==> src/hdl/tsr_pkg.sv <==
`default_nettype none

package tsr_pkg;

  // Field widths fixed by the stream format.
  localparam int unsigned NodeW  = 10;
  localparam int unsigned CntW   = 11;
  localparam int unsigned ModeW  = 3;

  // Highest node count that the 10-bit node fields can address.
  localparam int unsigned NodeCap     = 1024;
  localparam int unsigned MaxNodesDef = 1024;

  localparam logic [CntW-1:0] NodeCountRst = 11'd1024;

  // Stream payload widths; the output width is rounded up to whole bytes.
  localparam int unsigned InDataW  = 4 * NodeW;
  localparam int unsigned OutRawW  = NodeW + 1 + CntW;
  localparam int unsigned OutDataW = ((OutRawW + 7) / 8) * 8;

  typedef enum logic [ModeW-1:0] {
    MODE_CLEAR    = 3'd0,
    MODE_ADD      = 3'd1,
    MODE_REVERSE  = 3'd2,
    MODE_READ_NODE = 3'd3,
    MODE_READ_POS = 3'd4,
    MODE_VISITED  = 3'd5,
    MODE_EDGE     = 3'd6
  } mode_e;

  // Access request from the sequencer to the two memories.
  typedef struct packed {
    logic             tour_we;
    logic [NodeW-1:0] tour_waddr;
    logic [NodeW-1:0] tour_wdata;
    logic [NodeW-1:0] tour_raddr_a;
    logic [NodeW-1:0] tour_raddr_b;
    logic             info_we;
    logic [NodeW-1:0] info_waddr;
    logic             info_wvis;
    logic [NodeW-1:0] info_wpos;
    logic [NodeW-1:0] info_raddr;
  } store_req_t;

  // Registered read data, valid in the cycle after the addresses.
  typedef struct packed {
    logic [NodeW-1:0] tour_a;
    logic [NodeW-1:0] tour_b;
    logic             info_vis;
    logic [NodeW-1:0] info_pos;
  } store_rsp_t;

endpackage

`default_nettype wire

==> src/hdl/tsr_seq.sv <==
`default_nettype none

module tsr_seq #(
  parameter int unsigned DEPTH = tsr_pkg::MaxNodesDef
) (
  input  wire logic                          clk_i,
  input  wire logic                          rst_ni,
  input  wire logic [tsr_pkg::CntW-1:0]      n_i,
  input  wire logic                          s_tvalid,
  output logic                               s_tready,
  input  wire logic [tsr_pkg::InDataW-1:0]   s_tdata,
  input  wire logic [tsr_pkg::ModeW-1:0]     s_tuser,
  output logic                               m_tvalid,
  input  wire logic                          m_tready,
  output logic [tsr_pkg::OutDataW-1:0]       m_tdata,
  output tsr_pkg::store_req_t                req_o,
  input  wire tsr_pkg::store_rsp_t           rsp_i
);

  localparam int unsigned NW = tsr_pkg::NodeW;
  localparam int unsigned CW = tsr_pkg::CntW;
  localparam logic [CW-1:0] DepthLast = CW'(DEPTH - 1);

  typedef enum logic [3:0] {
    S_CLR,
    S_IDLE,
    S_ADD,
    S_RD,
    S_REV_INIT,
    S_REV_RD,
    S_REV_W1,
    S_REV_W2,
    S_EDGE,
    S_FIN
  } state_e;

  state_e          state_q, state_d;
  tsr_pkg::mode_e  mode_q, mode_d;
  logic [NW-1:0]   na_q, na_d, nb_q, nb_d, fi_q, fi_d, li_q, li_d;
  logic [CW-1:0]   idx_q, idx_d;
  logic [CW-1:0]   left_q, left_d, right_q, right_d, cnt_q, cnt_d;
  logic [CW-1:0]   filled_q, filled_d;
  logic [NW-1:0]   tmp_q, tmp_d;
  logic            pend_q, pend_d;
  logic            clr_out_q, clr_out_d;
  logic [NW-1:0]   res_value_q, res_value_d;
  logic            res_flag_q, res_flag_d;
  logic            m_valid_q, m_valid_d;
  logic [NW-1:0]   out_value_q, out_value_d;
  logic            out_flag_q, out_flag_d;
  logic [CW-1:0]   out_len_q, out_len_d;

  logic            accept;
  logic [NW-1:0]   in_na, in_nb, in_fi, in_li;
  logic [CW+1:0]   seg_raw, seg_mod, two_n;
  logic [CW-1:0]   left_nx, right_nx;

  assign in_na = s_tdata[NW-1:0];
  assign in_nb = s_tdata[2*NW-1:NW];
  assign in_fi = s_tdata[3*NW-1:2*NW];
  assign in_li = s_tdata[4*NW-1:3*NW];

  assign s_tready = (state_q == S_IDLE);
  assign accept   = s_tvalid && s_tready;

  assign m_tvalid = m_valid_q;
  assign m_tdata  = {(tsr_pkg::OutDataW - tsr_pkg::OutRawW)'(0), out_len_q, out_flag_q,
                     out_value_q};

  // Segment length modulo n, before halving; the raw sum lies between 2 and 2n.
  assign two_n   = {1'b0, n_i, 1'b0};
  assign seg_raw = (CW+2)'(li_q) + (CW+2)'(1) + (CW+2)'(n_i) - (CW+2)'(fi_q);
  always_comb begin
    if (seg_raw >= two_n) begin
      seg_mod = seg_raw - two_n;
    end else if (seg_raw >= (CW+2)'(n_i)) begin
      seg_mod = seg_raw - (CW+2)'(n_i);
    end else begin
      seg_mod = seg_raw;
    end
  end

  assign left_nx  = (left_q + CW'(1) == n_i) ? '0 : left_q + CW'(1);
  assign right_nx = (right_q == '0) ? n_i - CW'(1) : right_q - CW'(1);

  // Memory access for the current state.
  always_comb begin
    req_o              = '0;
    req_o.tour_raddr_a = in_fi;
    req_o.info_raddr   = in_na;
    case (state_q)
      S_CLR: begin
        req_o.info_we    = 1'b1;
        req_o.info_waddr = idx_q[NW-1:0];
      end
      S_ADD: begin
        if (filled_q < n_i && CW'(na_q) < n_i) begin
          req_o.tour_we    = 1'b1;
          req_o.tour_waddr = filled_q[NW-1:0];
          req_o.tour_wdata = na_q;
          req_o.info_we    = 1'b1;
          req_o.info_waddr = na_q;
          req_o.info_wvis  = 1'b1;
          req_o.info_wpos  = filled_q[NW-1:0];
        end
      end
      S_REV_RD: begin
        req_o.tour_raddr_a = left_q[NW-1:0];
        req_o.tour_raddr_b = right_q[NW-1:0];
      end
      S_REV_W1: begin
        req_o.tour_we    = 1'b1;
        req_o.tour_waddr = left_q[NW-1:0];
        req_o.tour_wdata = rsp_i.tour_b;
        req_o.info_we    = 1'b1;
        req_o.info_waddr = rsp_i.tour_b;
        req_o.info_wvis  = 1'b1;
        req_o.info_wpos  = left_q[NW-1:0];
      end
      S_REV_W2: begin
        req_o.tour_we    = 1'b1;
        req_o.tour_waddr = right_q[NW-1:0];
        req_o.tour_wdata = tmp_q;
        req_o.info_we    = 1'b1;
        req_o.info_waddr = tmp_q;
        req_o.info_wvis  = 1'b1;
        req_o.info_wpos  = right_q[NW-1:0];
      end
      S_EDGE: begin
        req_o.tour_raddr_a = NW'(idx_q - CW'(1));
        req_o.tour_raddr_b = idx_q[NW-1:0];
      end
      default: begin
      end
    endcase
  end

  always_comb begin
    state_d     = state_q;
    mode_d      = mode_q;
    na_d        = na_q;
    nb_d        = nb_q;
    fi_d        = fi_q;
    li_d        = li_q;
    idx_d       = idx_q;
    left_d      = left_q;
    right_d     = right_q;
    cnt_d       = cnt_q;
    filled_d    = filled_q;
    tmp_d       = tmp_q;
    pend_d      = pend_q;
    clr_out_d   = clr_out_q;
    res_value_d = res_value_q;
    res_flag_d  = res_flag_q;
    m_valid_d   = m_valid_q && !m_tready;
    out_value_d = out_value_q;
    out_flag_d  = out_flag_q;
    out_len_d   = out_len_q;

    case (state_q)
      S_CLR: begin
        idx_d = idx_q + CW'(1);
        if (idx_q == DepthLast) begin
          if (clr_out_q) begin
            res_flag_d = 1'b1;
            state_d    = S_FIN;
          end else begin
            state_d = S_IDLE;
          end
        end
      end
      S_IDLE: begin
        if (accept) begin
          mode_d      = tsr_pkg::mode_e'(s_tuser);
          na_d        = in_na;
          nb_d        = in_nb;
          fi_d        = in_fi;
          li_d        = in_li;
          res_value_d = '0;
          res_flag_d  = 1'b0;
          idx_d       = CW'(1);
          pend_d      = 1'b0;
          case (tsr_pkg::mode_e'(s_tuser))
            tsr_pkg::MODE_CLEAR: begin
              idx_d     = '0;
              filled_d  = '0;
              clr_out_d = 1'b1;
              state_d   = S_CLR;
            end
            tsr_pkg::MODE_ADD:       state_d = S_ADD;
            tsr_pkg::MODE_REVERSE:   state_d = S_REV_INIT;
            tsr_pkg::MODE_READ_NODE,
            tsr_pkg::MODE_READ_POS,
            tsr_pkg::MODE_VISITED:   state_d = S_RD;
            tsr_pkg::MODE_EDGE:      state_d = S_EDGE;
            default:                 state_d = S_FIN;
          endcase
        end
      end
      S_ADD: begin
        if (filled_q < n_i && CW'(na_q) < n_i) begin
          filled_d   = filled_q + CW'(1);
          res_flag_d = 1'b1;
        end
        state_d = S_FIN;
      end
      S_RD: begin
        case (mode_q)
          tsr_pkg::MODE_READ_NODE: begin
            if (CW'(fi_q) < filled_q) begin
              res_value_d = rsp_i.tour_a;
              res_flag_d  = 1'b1;
            end
          end
          tsr_pkg::MODE_READ_POS: begin
            if (CW'(na_q) < n_i) begin
              res_value_d = rsp_i.info_pos;
              res_flag_d  = 1'b1;
            end
          end
          default: begin
            res_flag_d = (CW'(na_q) < n_i) && rsp_i.info_vis;
          end
        endcase
        state_d = S_FIN;
      end
      S_REV_INIT: begin
        left_d  = CW'(fi_q);
        right_d = CW'(li_q);
        cnt_d   = seg_mod[CW:1];
        state_d = S_FIN;
        if (filled_q == n_i && CW'(fi_q) < n_i && CW'(li_q) < n_i) begin
          res_flag_d = 1'b1;
          if (seg_mod[CW:1] != '0) begin
            state_d = S_REV_RD;
          end
        end
      end
      S_REV_RD: state_d = S_REV_W1;
      S_REV_W1: begin
        tmp_d   = rsp_i.tour_a;
        state_d = S_REV_W2;
      end
      S_REV_W2: begin
        left_d  = left_nx;
        right_d = right_nx;
        cnt_d   = cnt_q - CW'(1);
        state_d = (cnt_q == CW'(1)) ? S_FIN : S_REV_RD;
      end
      S_EDGE: begin
        // Check the pair read last cycle while the next pair is being read.
        if (pend_q && rsp_i.tour_a == na_q && rsp_i.tour_b == nb_q) begin
          res_flag_d = 1'b1;
          state_d    = S_FIN;
        end else if (idx_q < filled_q) begin
          pend_d = 1'b1;
          idx_d  = idx_q + CW'(1);
        end else begin
          state_d = S_FIN;
        end
      end
      S_FIN: begin
        if (!m_valid_q || m_tready) begin
          m_valid_d   = 1'b1;
          out_value_d = res_value_q;
          out_flag_d  = res_flag_q;
          out_len_d   = filled_q;
          state_d     = S_IDLE;
        end
      end
      default: state_d = S_IDLE;
    endcase
  end

  always_ff @(posedge clk_i or negedge rst_ni) begin
    if (!rst_ni) begin
      state_q     <= S_CLR;
      mode_q      <= tsr_pkg::MODE_CLEAR;
      na_q        <= '0;
      nb_q        <= '0;
      fi_q        <= '0;
      li_q        <= '0;
      idx_q       <= '0;
      left_q      <= '0;
      right_q     <= '0;
      cnt_q       <= '0;
      filled_q    <= '0;
      tmp_q       <= '0;
      pend_q      <= 1'b0;
      clr_out_q   <= 1'b0;
      res_value_q <= '0;
      res_flag_q  <= 1'b0;
      m_valid_q   <= 1'b0;
      out_value_q <= '0;
      out_flag_q  <= 1'b0;
      out_len_q   <= '0;
    end else begin
      state_q     <= state_d;
      mode_q      <= mode_d;
      na_q        <= na_d;
      nb_q        <= nb_d;
      fi_q        <= fi_d;
      li_q        <= li_d;
      idx_q       <= idx_d;
      left_q      <= left_d;
      right_q     <= right_d;
      cnt_q       <= cnt_d;
      filled_q    <= filled_d;
      tmp_q       <= tmp_d;
      pend_q      <= pend_d;
      clr_out_q   <= clr_out_d;
      res_value_q <= res_value_d;
      res_flag_q  <= res_flag_d;
      m_valid_q   <= m_valid_d;
      out_value_q <= out_value_d;
      out_flag_q  <= out_flag_d;
      out_len_q   <= out_len_d;
    end
  end

  a_filled_bounded: assert property (@(posedge clk_i) disable iff (!rst_ni)
    filled_q <= CW'(DEPTH))
    else $error("tour fill count beyond storage depth");

  a_accept_leaves_idle: assert property (@(posedge clk_i) disable iff (!rst_ni)
    accept |=> state_q != S_IDLE)
    else $error("sequencer stayed idle after taking a beat");

  a_swap_pair_distinct: assert property (@(posedge clk_i) disable iff (!rst_ni)
    state_q == S_REV_RD |-> left_q != right_q && cnt_q != '0)
    else $error("reversal swap on a single entry or with no swaps left");

  a_tour_write_states: assert property (@(posedge clk_i) disable iff (!rst_ni)
    req_o.tour_we |-> state_q == S_ADD || state_q == S_REV_W1 || state_q == S_REV_W2)
    else $error("tour store written outside add or reversal");

  a_fill_only_add_or_clear: assert property (@(posedge clk_i) disable iff (!rst_ni)
    filled_q != $past(filled_q) |-> $past(state_q) == S_ADD || $past(state_q) == S_IDLE)
    else $error("fill count changed outside add or clear");

endmodule

`default_nettype wire

==> config.mk <==
export PLATFORM = sky130hd
export DESIGN_NAME = tsr_seq
export DESIGN_NICKNAME = d
export VERILOG_FILES = /design/src/hdl/tsr_pkg.sv /design/src/hdl/tsr_seq.sv
export SDC_FILE = /design/constraint.sdc
export NUM_CORES = 1
export LEC_CHECK = 0
export ABC_CLOCK_PERIOD_IN_PS = 12300
export BUFFER_PORTS_ARGS = -buffer_cell sky130_fd_sc_hd__buf_2
export CORE_MARGIN = 5
export CORE_UTILIZATION = 59
export DETAILED_ROUTE_END_ITERATION = 12
export GPL_TIMING_DRIVEN = 0
export PLACE_DENSITY = 0.83
export SLEW_MARGIN = 20
export SYNTH_ARGS = -nofsm -noshare
export SYNTH_HDL_FRONTEND = slang
export SYNTH_SLANG_ARGS = --single-unit
==> constraint.sdc <==
create_clock -name clk_i -period 12.3 [get_ports clk_i]
set_clock_uncertainty 0.2 [all_clocks]
set_input_delay 3.69 -clock clk_i [delete_from_list [all_inputs] [get_ports clk_i]]
set_output_delay 3.69 -clock clk_i [all_outputs]
set_load 0.005 [all_outputs]
==> summary.md, run 1 <==
| Metric | Value |
|---|---|
| Status | `completed` |
| Slowest stage cell, crit path | `a2111oi_0` |
| Clk_lat worst skew | `0.44 ns` |
| ANT nets after route | `0` |
| Synth area leaders | `dfrtp_1, ha_1, nand2_1` |
| Critical path's top delay family | `buffers and inverters` |
| Top cell type's share of synthesized area | `31.0%` |
| Buffers on Ports | `184` |
| Syn-to-layout area delta | `16.1%` |
| Fmax | `0.0837 GHz` |
| Setup CP Type | `in2out` |
| CP peak stage delay | `0.91 ns` |
| Worst path buffer plus inverter count | `7` |
| Drc violations | `0` |
| Final setup vio count | `0` |
| Rows | `52` |
| Crit start category | `input pin` |
| GR Overflow Total | `0` |
| DRT Wirelength | `39800 µm` |
| N_diodes | `0` |
| Final GP Congestion | `1.01` |
| Wire per inst | `20.9 µm` |
| Layout cell share with drive strength beyond 1 | `19.0%` |
| DIE WIDTH | `152 µm` |
| Register area share after synthesis | `31.0%` |
| First-pass GRT wire length | `62300 µm` |
| Area of the die | `23200 µm²` |
| Cts repair resizes | `0` |
| Clock period minus worst slack | `11.94 ns` |
| Via Count | `12000` |
| Area leader, netlist | `dfrtp_1` |
| Area of the multi-input gates | `7510 µm²` |
| CP max FO | `10` |
| Mean Syn Cell Area | `8.45 µm²` |
| Largest net degree at the start of global routing | `92` |
| Share of flip-flops with an asynchronous set or reset | `100%` |
| Distinct cells, synth | `75` |
| Final net count | `1818` |
| CTS clk-pin slew, worst paths | `0.08 ns` |
| Vias per cell | `6.29` |
| Die height | `152 µm` |
| Hold Crit Start | `out_len_q[2]` |
| Mapped Cells | `1412` |
| H-tree levels | `4` |
| Hold WC Path Type | `reg2reg` |
| CTS buffer count | `17` |
| Worst Setup End Kind | `primary output` |
| Final setup TNS | `0 ns` |
| RSZ-0062 raised after global routing | `false` |
| Worst-Margin Slew | `1.17 ns` |
| Fillers | `1661` |
| Synthesized area | `11900 µm²` |
| FF+latch count, synth | `148` |
| R2r startpoint | `fi_q[2]` |
| Clk sink count | `148` |
| DP HPWL | `30400 µm` |
| Setup Buffers After CTS | `0` |
| 1st-pass router iterations | `9` |
| Worst-path cell chain | `buf_2, inv_1, ha_1, a2111o_1, nor2_1, o211ai_1, a2111oi_0, clkbuf_1, buf_2, buf_2, nand2_1, o21ai_0, buf_4, buf_2` |
| Critical Path Most Common Cell | `buf_2` |
| Final hold viol count | `0` |
| Gr usage total | `33.4%` |
| Required @ worst endpoint | `8.41 ns` |
| Yosys Warn Count | `0` |
| Initial Util | `59.3%` |
| Core area | `20100 µm²` |
| Slew HR | `20.2%` |
| EDFF count, synth | `0` |
| I/O pins | `188` |
| TritonCTS clock tree | `done` |
| Root buf cell | `clkbuf_16` |
| Vias in the first global route | `11500` |
| Hold-fix buffer count after cts | `0` |
| Predominant post-synthesis flop cell | `dfrtp_1` |
| Register area | `3700 µm²` |
| Longest Clk Path Bufs | `2` |
| CP arrival | `8.05 ns` |
| Final Cycle Share | `97.1%` |
| Most common cell after layout, fill and taps aside | `nand2_1` |
| Commonest non-fill, non-tap cells in the layout | `nand2_1, buf_2, dfrtp_1` |
| Final Max Tran Viols | `0` |
| # Max-Cap Violations | `0` |
| CP startpoint | `n_i[8]` |
| 1st-iter DRT viols | `1399` |
| Initial antenna violation count | `0` |
through the flow:
stage / std cells / setup slack [ns] / instance area [µm²] / utilization (%) / hold WS, ns
CTS: 1900 / 0.685 / 13800 / 68.8 / 0.286
floorplan: 1413 / 2.20 / 11900 / - / 0.256
detailed placement: 1868 / 0.786 / 13200 / 65.8 / 0.269
finish: 1900 / 0.356 / 13800 / 68.9 / 0.285
global placement: 1867 / 0.825 / 13200 / 65.6 / 0.258
global route: 1900 / 0.289 / 13800 / 68.9 / 0.313
cell families (layout without fill, tap and decap cells):
family	after synthesis	after routing	synth area share (%)
and+or+nand+nor	506	506	19.6
buffers and inverters	165	382	6.13
muxes	65	65	5.82
AOI/OAI and AO/OA	331	331	18.5
xor gates and xnor gates	84	84	6.40
DFF	148	148	31.0
adders and majority gates	112	112	12.5
other	1	2	0.0314
final timing paths:
kind,depth (start not counted),to,slack (ns)
setup / recovery,14,req_o[64],0.36
hold / removal,2,out_len_q[2],0.28
setup reg to reg,18,state_q[3],6.63
hold reg to reg,2,out_len_q[2],0.28
max in group asynchronous,2,fi_q[7],8.11
min in group asynchronous,1,nb_q[5],2.97
worst register-to-register path: cells and delay by family, from the launching register on:
family / cells / cell delay [ns]
simple gates: 7 / 1.57
compound gates: 5 / 1.42
fa+ha+maj: 3 / 1.24
flops: 1 / 0.47
buf+inv: 2 / 0.43
xor+xnor: 1 / 0.20
cells in the mapped netlist (10+ instances only):
library cell  count
fa_1             12
a21oi_1          61
xor2_1           25
a22o_1           10
dfrtp_1         148
o211ai_1         15
nand4_1          11
a221o_1          10
xnor2_1          57
a211oi_1         10
nand3_1          34
mux2i_1          30
nor3_1           34
clkbuf_1         43
nor2_1           84
buf_4            25
mux2_2           35
o21ai_0          99
buf_2            14
nor4_1           15
nand2b_1         20
o21a_1           12
nor2b_1          15
nand2_1         244
ha_1            100
a21o_1           25
a22oi_1          14
inv_1            76
routing by layer:
layer	vias up	global-route usage, %	part of all wire, %
met3	174	7.27	11
met5	-	0	0
li1	5401	-	-
met2	798	51.7	43
met4	0	16.1	5.7
met1	5581	44.7	40
sequential cells by signal, summed over array words and instances, names as in the netlist, 3 cells and up:
signal	cells
li_q	10
nb_q	10
out_len_q	11
na_q	10
fi_q	10
mode_q	3
filled_q	11
state_q	4
left_q	11
idx_q	11
right_q	11
cnt_q	11
tmp_q	10
out_value_q	10
res_value_q	10
layout make-up:
type / count / share of cell area [%]
Buffer: 88 / 3.20
Clock buffer: 17 / 3.07
Clock inverter: 15 / 1.31
Inverter: 77 / 2.09
Multi-Input combinational cell: 1100 / 54.2
Sequential cell: 148 / 26.7
Tap cell: 270 / 2.44
Timing Repair Buffer: 185 / 6.92
Power of run 1 is not shown: default switching activity piles up to over one toggle a cycle in this logic, so the estimate is an artifact.
==> run 2, diff against run 1 <==
--- a/config.mk
+++ b/config.mk
@@ -6,12 +6,12 @@
 export NUM_CORES = 1
 export LEC_CHECK = 0
 export ABC_CLOCK_PERIOD_IN_PS = 12300
-export BUFFER_PORTS_ARGS = -buffer_cell sky130_fd_sc_hd__buf_2
+export BUFFER_PORTS_ARGS = -buffer_cell sky130_fd_sc_hd__buf_4
 export CORE_MARGIN = 5
-export CORE_UTILIZATION = 59
+export CORE_UTILIZATION = 61
 export DETAILED_ROUTE_END_ITERATION = 12
 export GPL_TIMING_DRIVEN = 0
-export PLACE_DENSITY = 0.83
+export PLACE_DENSITY = 0.85
 export SLEW_MARGIN = 20
 export SYNTH_ARGS = -nofsm -noshare
 export SYNTH_HDL_FRONTEND = slang
==> summary.md, run 2 (synthesis gave the netlist of run 1 again) <==
| Metric | Value |
|---|---|
| Fillers | `1505` |
| Area of the multi-input gates | `7510 µm²` |
| 1st-iter DRT viols | `1242` |
| Syn-to-layout area delta | `19.6%` |
| Final hold viol count | `0` |
| CTS buffer count | `17` |
| CP startpoint | `n_i[8]` |
| Final GP Congestion | `0.979` |
| Longest Clk Path Bufs | `2` |
| GR Overflow Total | `0` |
| Layout cell share with drive strength beyond 1 | `19.0%` |
| Hold-fix buffer count after cts | `0` |
| Via Count | `12100` |
| Placed insts | `1863` |
| Final setup vio count | `0` |
| Crit start category | `input pin` |
| First-pass GRT wire length | `63600 µm` |
| Gr usage total | `36.6%` |
| Slew HR | `30.1%` |
| DP HPWL | `31500 µm` |
| Final Max Tran Viols | `0` |
| CP max FO | `10` |
| H-tree levels | `4` |
| Area of the die | `22500 µm²` |
| Reg2reg end | `state_q[3]` |
| Final setup TNS | `0 ns` |
| R2r worst-path depth | `18` |
| Hold WC Path Type | `reg2reg` |
| Final net count | `1818` |
| Die height | `150 µm` |
| Vias per cell | `6.38` |
| Commonest non-fill, non-tap cells in the layout | `nand2_1, buf_4, dfrtp_1` |
| I/O pins | `188` |
| Root buf cell | `clkbuf_16` |
| N_diodes | `0` |
| ANT nets after route | `0` |
| Most common cell after layout, fill and taps aside | `nand2_1` |
| Status | `completed` |
| R2r startpoint | `fi_q[5]` |
| # Max-Cap Violations | `0` |
| Required @ worst endpoint | `8.41 ns` |
| CP arrival | `7.75 ns` |
| Register area | `3700 µm²` |
| DRT Wirelength | `41500 µm` |
| DIE WIDTH | `150 µm` |
| Vias in the first global route | `11700` |
| TritonCTS clock tree | `done` |
| Worst-Margin Slew | `1.02 ns` |
| Setup CP Type | `in2out` |
| Cts repair resizes | `0` |
| 1st-pass router iterations | `9` |
| Clock period minus worst slack | `11.64 ns` |
| Largest net degree at the start of global routing | `83` |
| Rows | `51` |
| Worst Setup End Kind | `primary output` |
| Final Cycle Share | `94.6%` |
| Clk_lat worst skew | `0.44 ns` |
| Layout Cells excl Fill | `1895` |
| Fmax | `0.0859 GHz` |
| Initial Util | `61.7%` |
| FF-to-FF setup slack | `6.69 ns` |
| CTS clk-pin slew, worst paths | `0.07 ns` |
| Initial antenna violation count | `0` |
| Crit path to | `req_o[62]` |
| Core area | `19300 µm²` |
| Drc violations | `0` |
| Setup Buffers After CTS | `0` |
| RSZ-0062 raised after global routing | `false` |
| Buffers on Ports | `184` |
| Wire per inst | `21.9 µm` |
| Clk sink count | `148` |
[run 2: changes by cell type in the layout (fill, tap and decap cells not counted)]
cell and delta:
clkinvlp_4 +1, clkinv_4 +1, buf_4 +183, inv_8 -3
buf_2 -183, clkinv_8 -5, inv_6 +5, bufinv_16 +1
[run 2: layer usage]
metal  track usage (%)  share of wire, %  vias to the layer above
met5                 0                 0                        -
met4              17.8               5.5                        0
met2              56.0                44                      815
met1              48.8                39                     5722
li1                  -                 -                     5385
met3              8.69                12                      170
[run 2: cell type report]
cell class                      instances  area share, %
Tap cell                              265           2.32
Multi-Input combinational cell       1100           52.6
Clock buffer                           17           2.98
Timing Repair Buffer                  185           9.92
Sequential cell                       148           25.9
Clock inverter                         15           1.10
Inverter                               77           2.02
Buffer                                 88           3.10
[run 2: worst max-delay path, cell delays in order]
cell	delay [ns]
buf_4	0.13
inv_1	0.41
ha_1	0.34
a2111o_1	0.38
nor2_1	0.09
o211ai_1	0.25
a2111oi_0	0.73
clkbuf_1	0.53
buf_2	0.35
buf_2	0.29
nand2_1	0.09
o21ai_0	0.17
buf_4	0.17
buf_4	0.10
[run 2: per-stage QoR]
step           util, %  area [µm²]  worst slack (ns)  hold WS [ns]
6_report          73.8       14300             0.663         0.283
3_3_place_gp      70.6       13600             0.886         0.266
2_1_floorplan        -       11900              2.20         0.256
5_1_grt           73.8       14300             0.515         0.299
3_5_place_dp      70.8       13700             0.861         0.273
4_1_cts           73.8       14300             0.832         0.289
[run 2: worst min path at each step]
stage / endpoint / start / depth (start not counted)
CTS: out_len_q[7] / out_len_q[7] / 2
floorplan: cnt_q[1] / cnt_q[1] / 2
global route: out_len_q[10] / out_len_q[10] / 2
finish: out_len_q[7] / out_len_q[7] / 2
detailed placement: out_len_q[7] / out_len_q[7] / 2
global placement: out_len_q[10] / out_len_q[10] / 2
Power of run 2 is left out for the same reason.
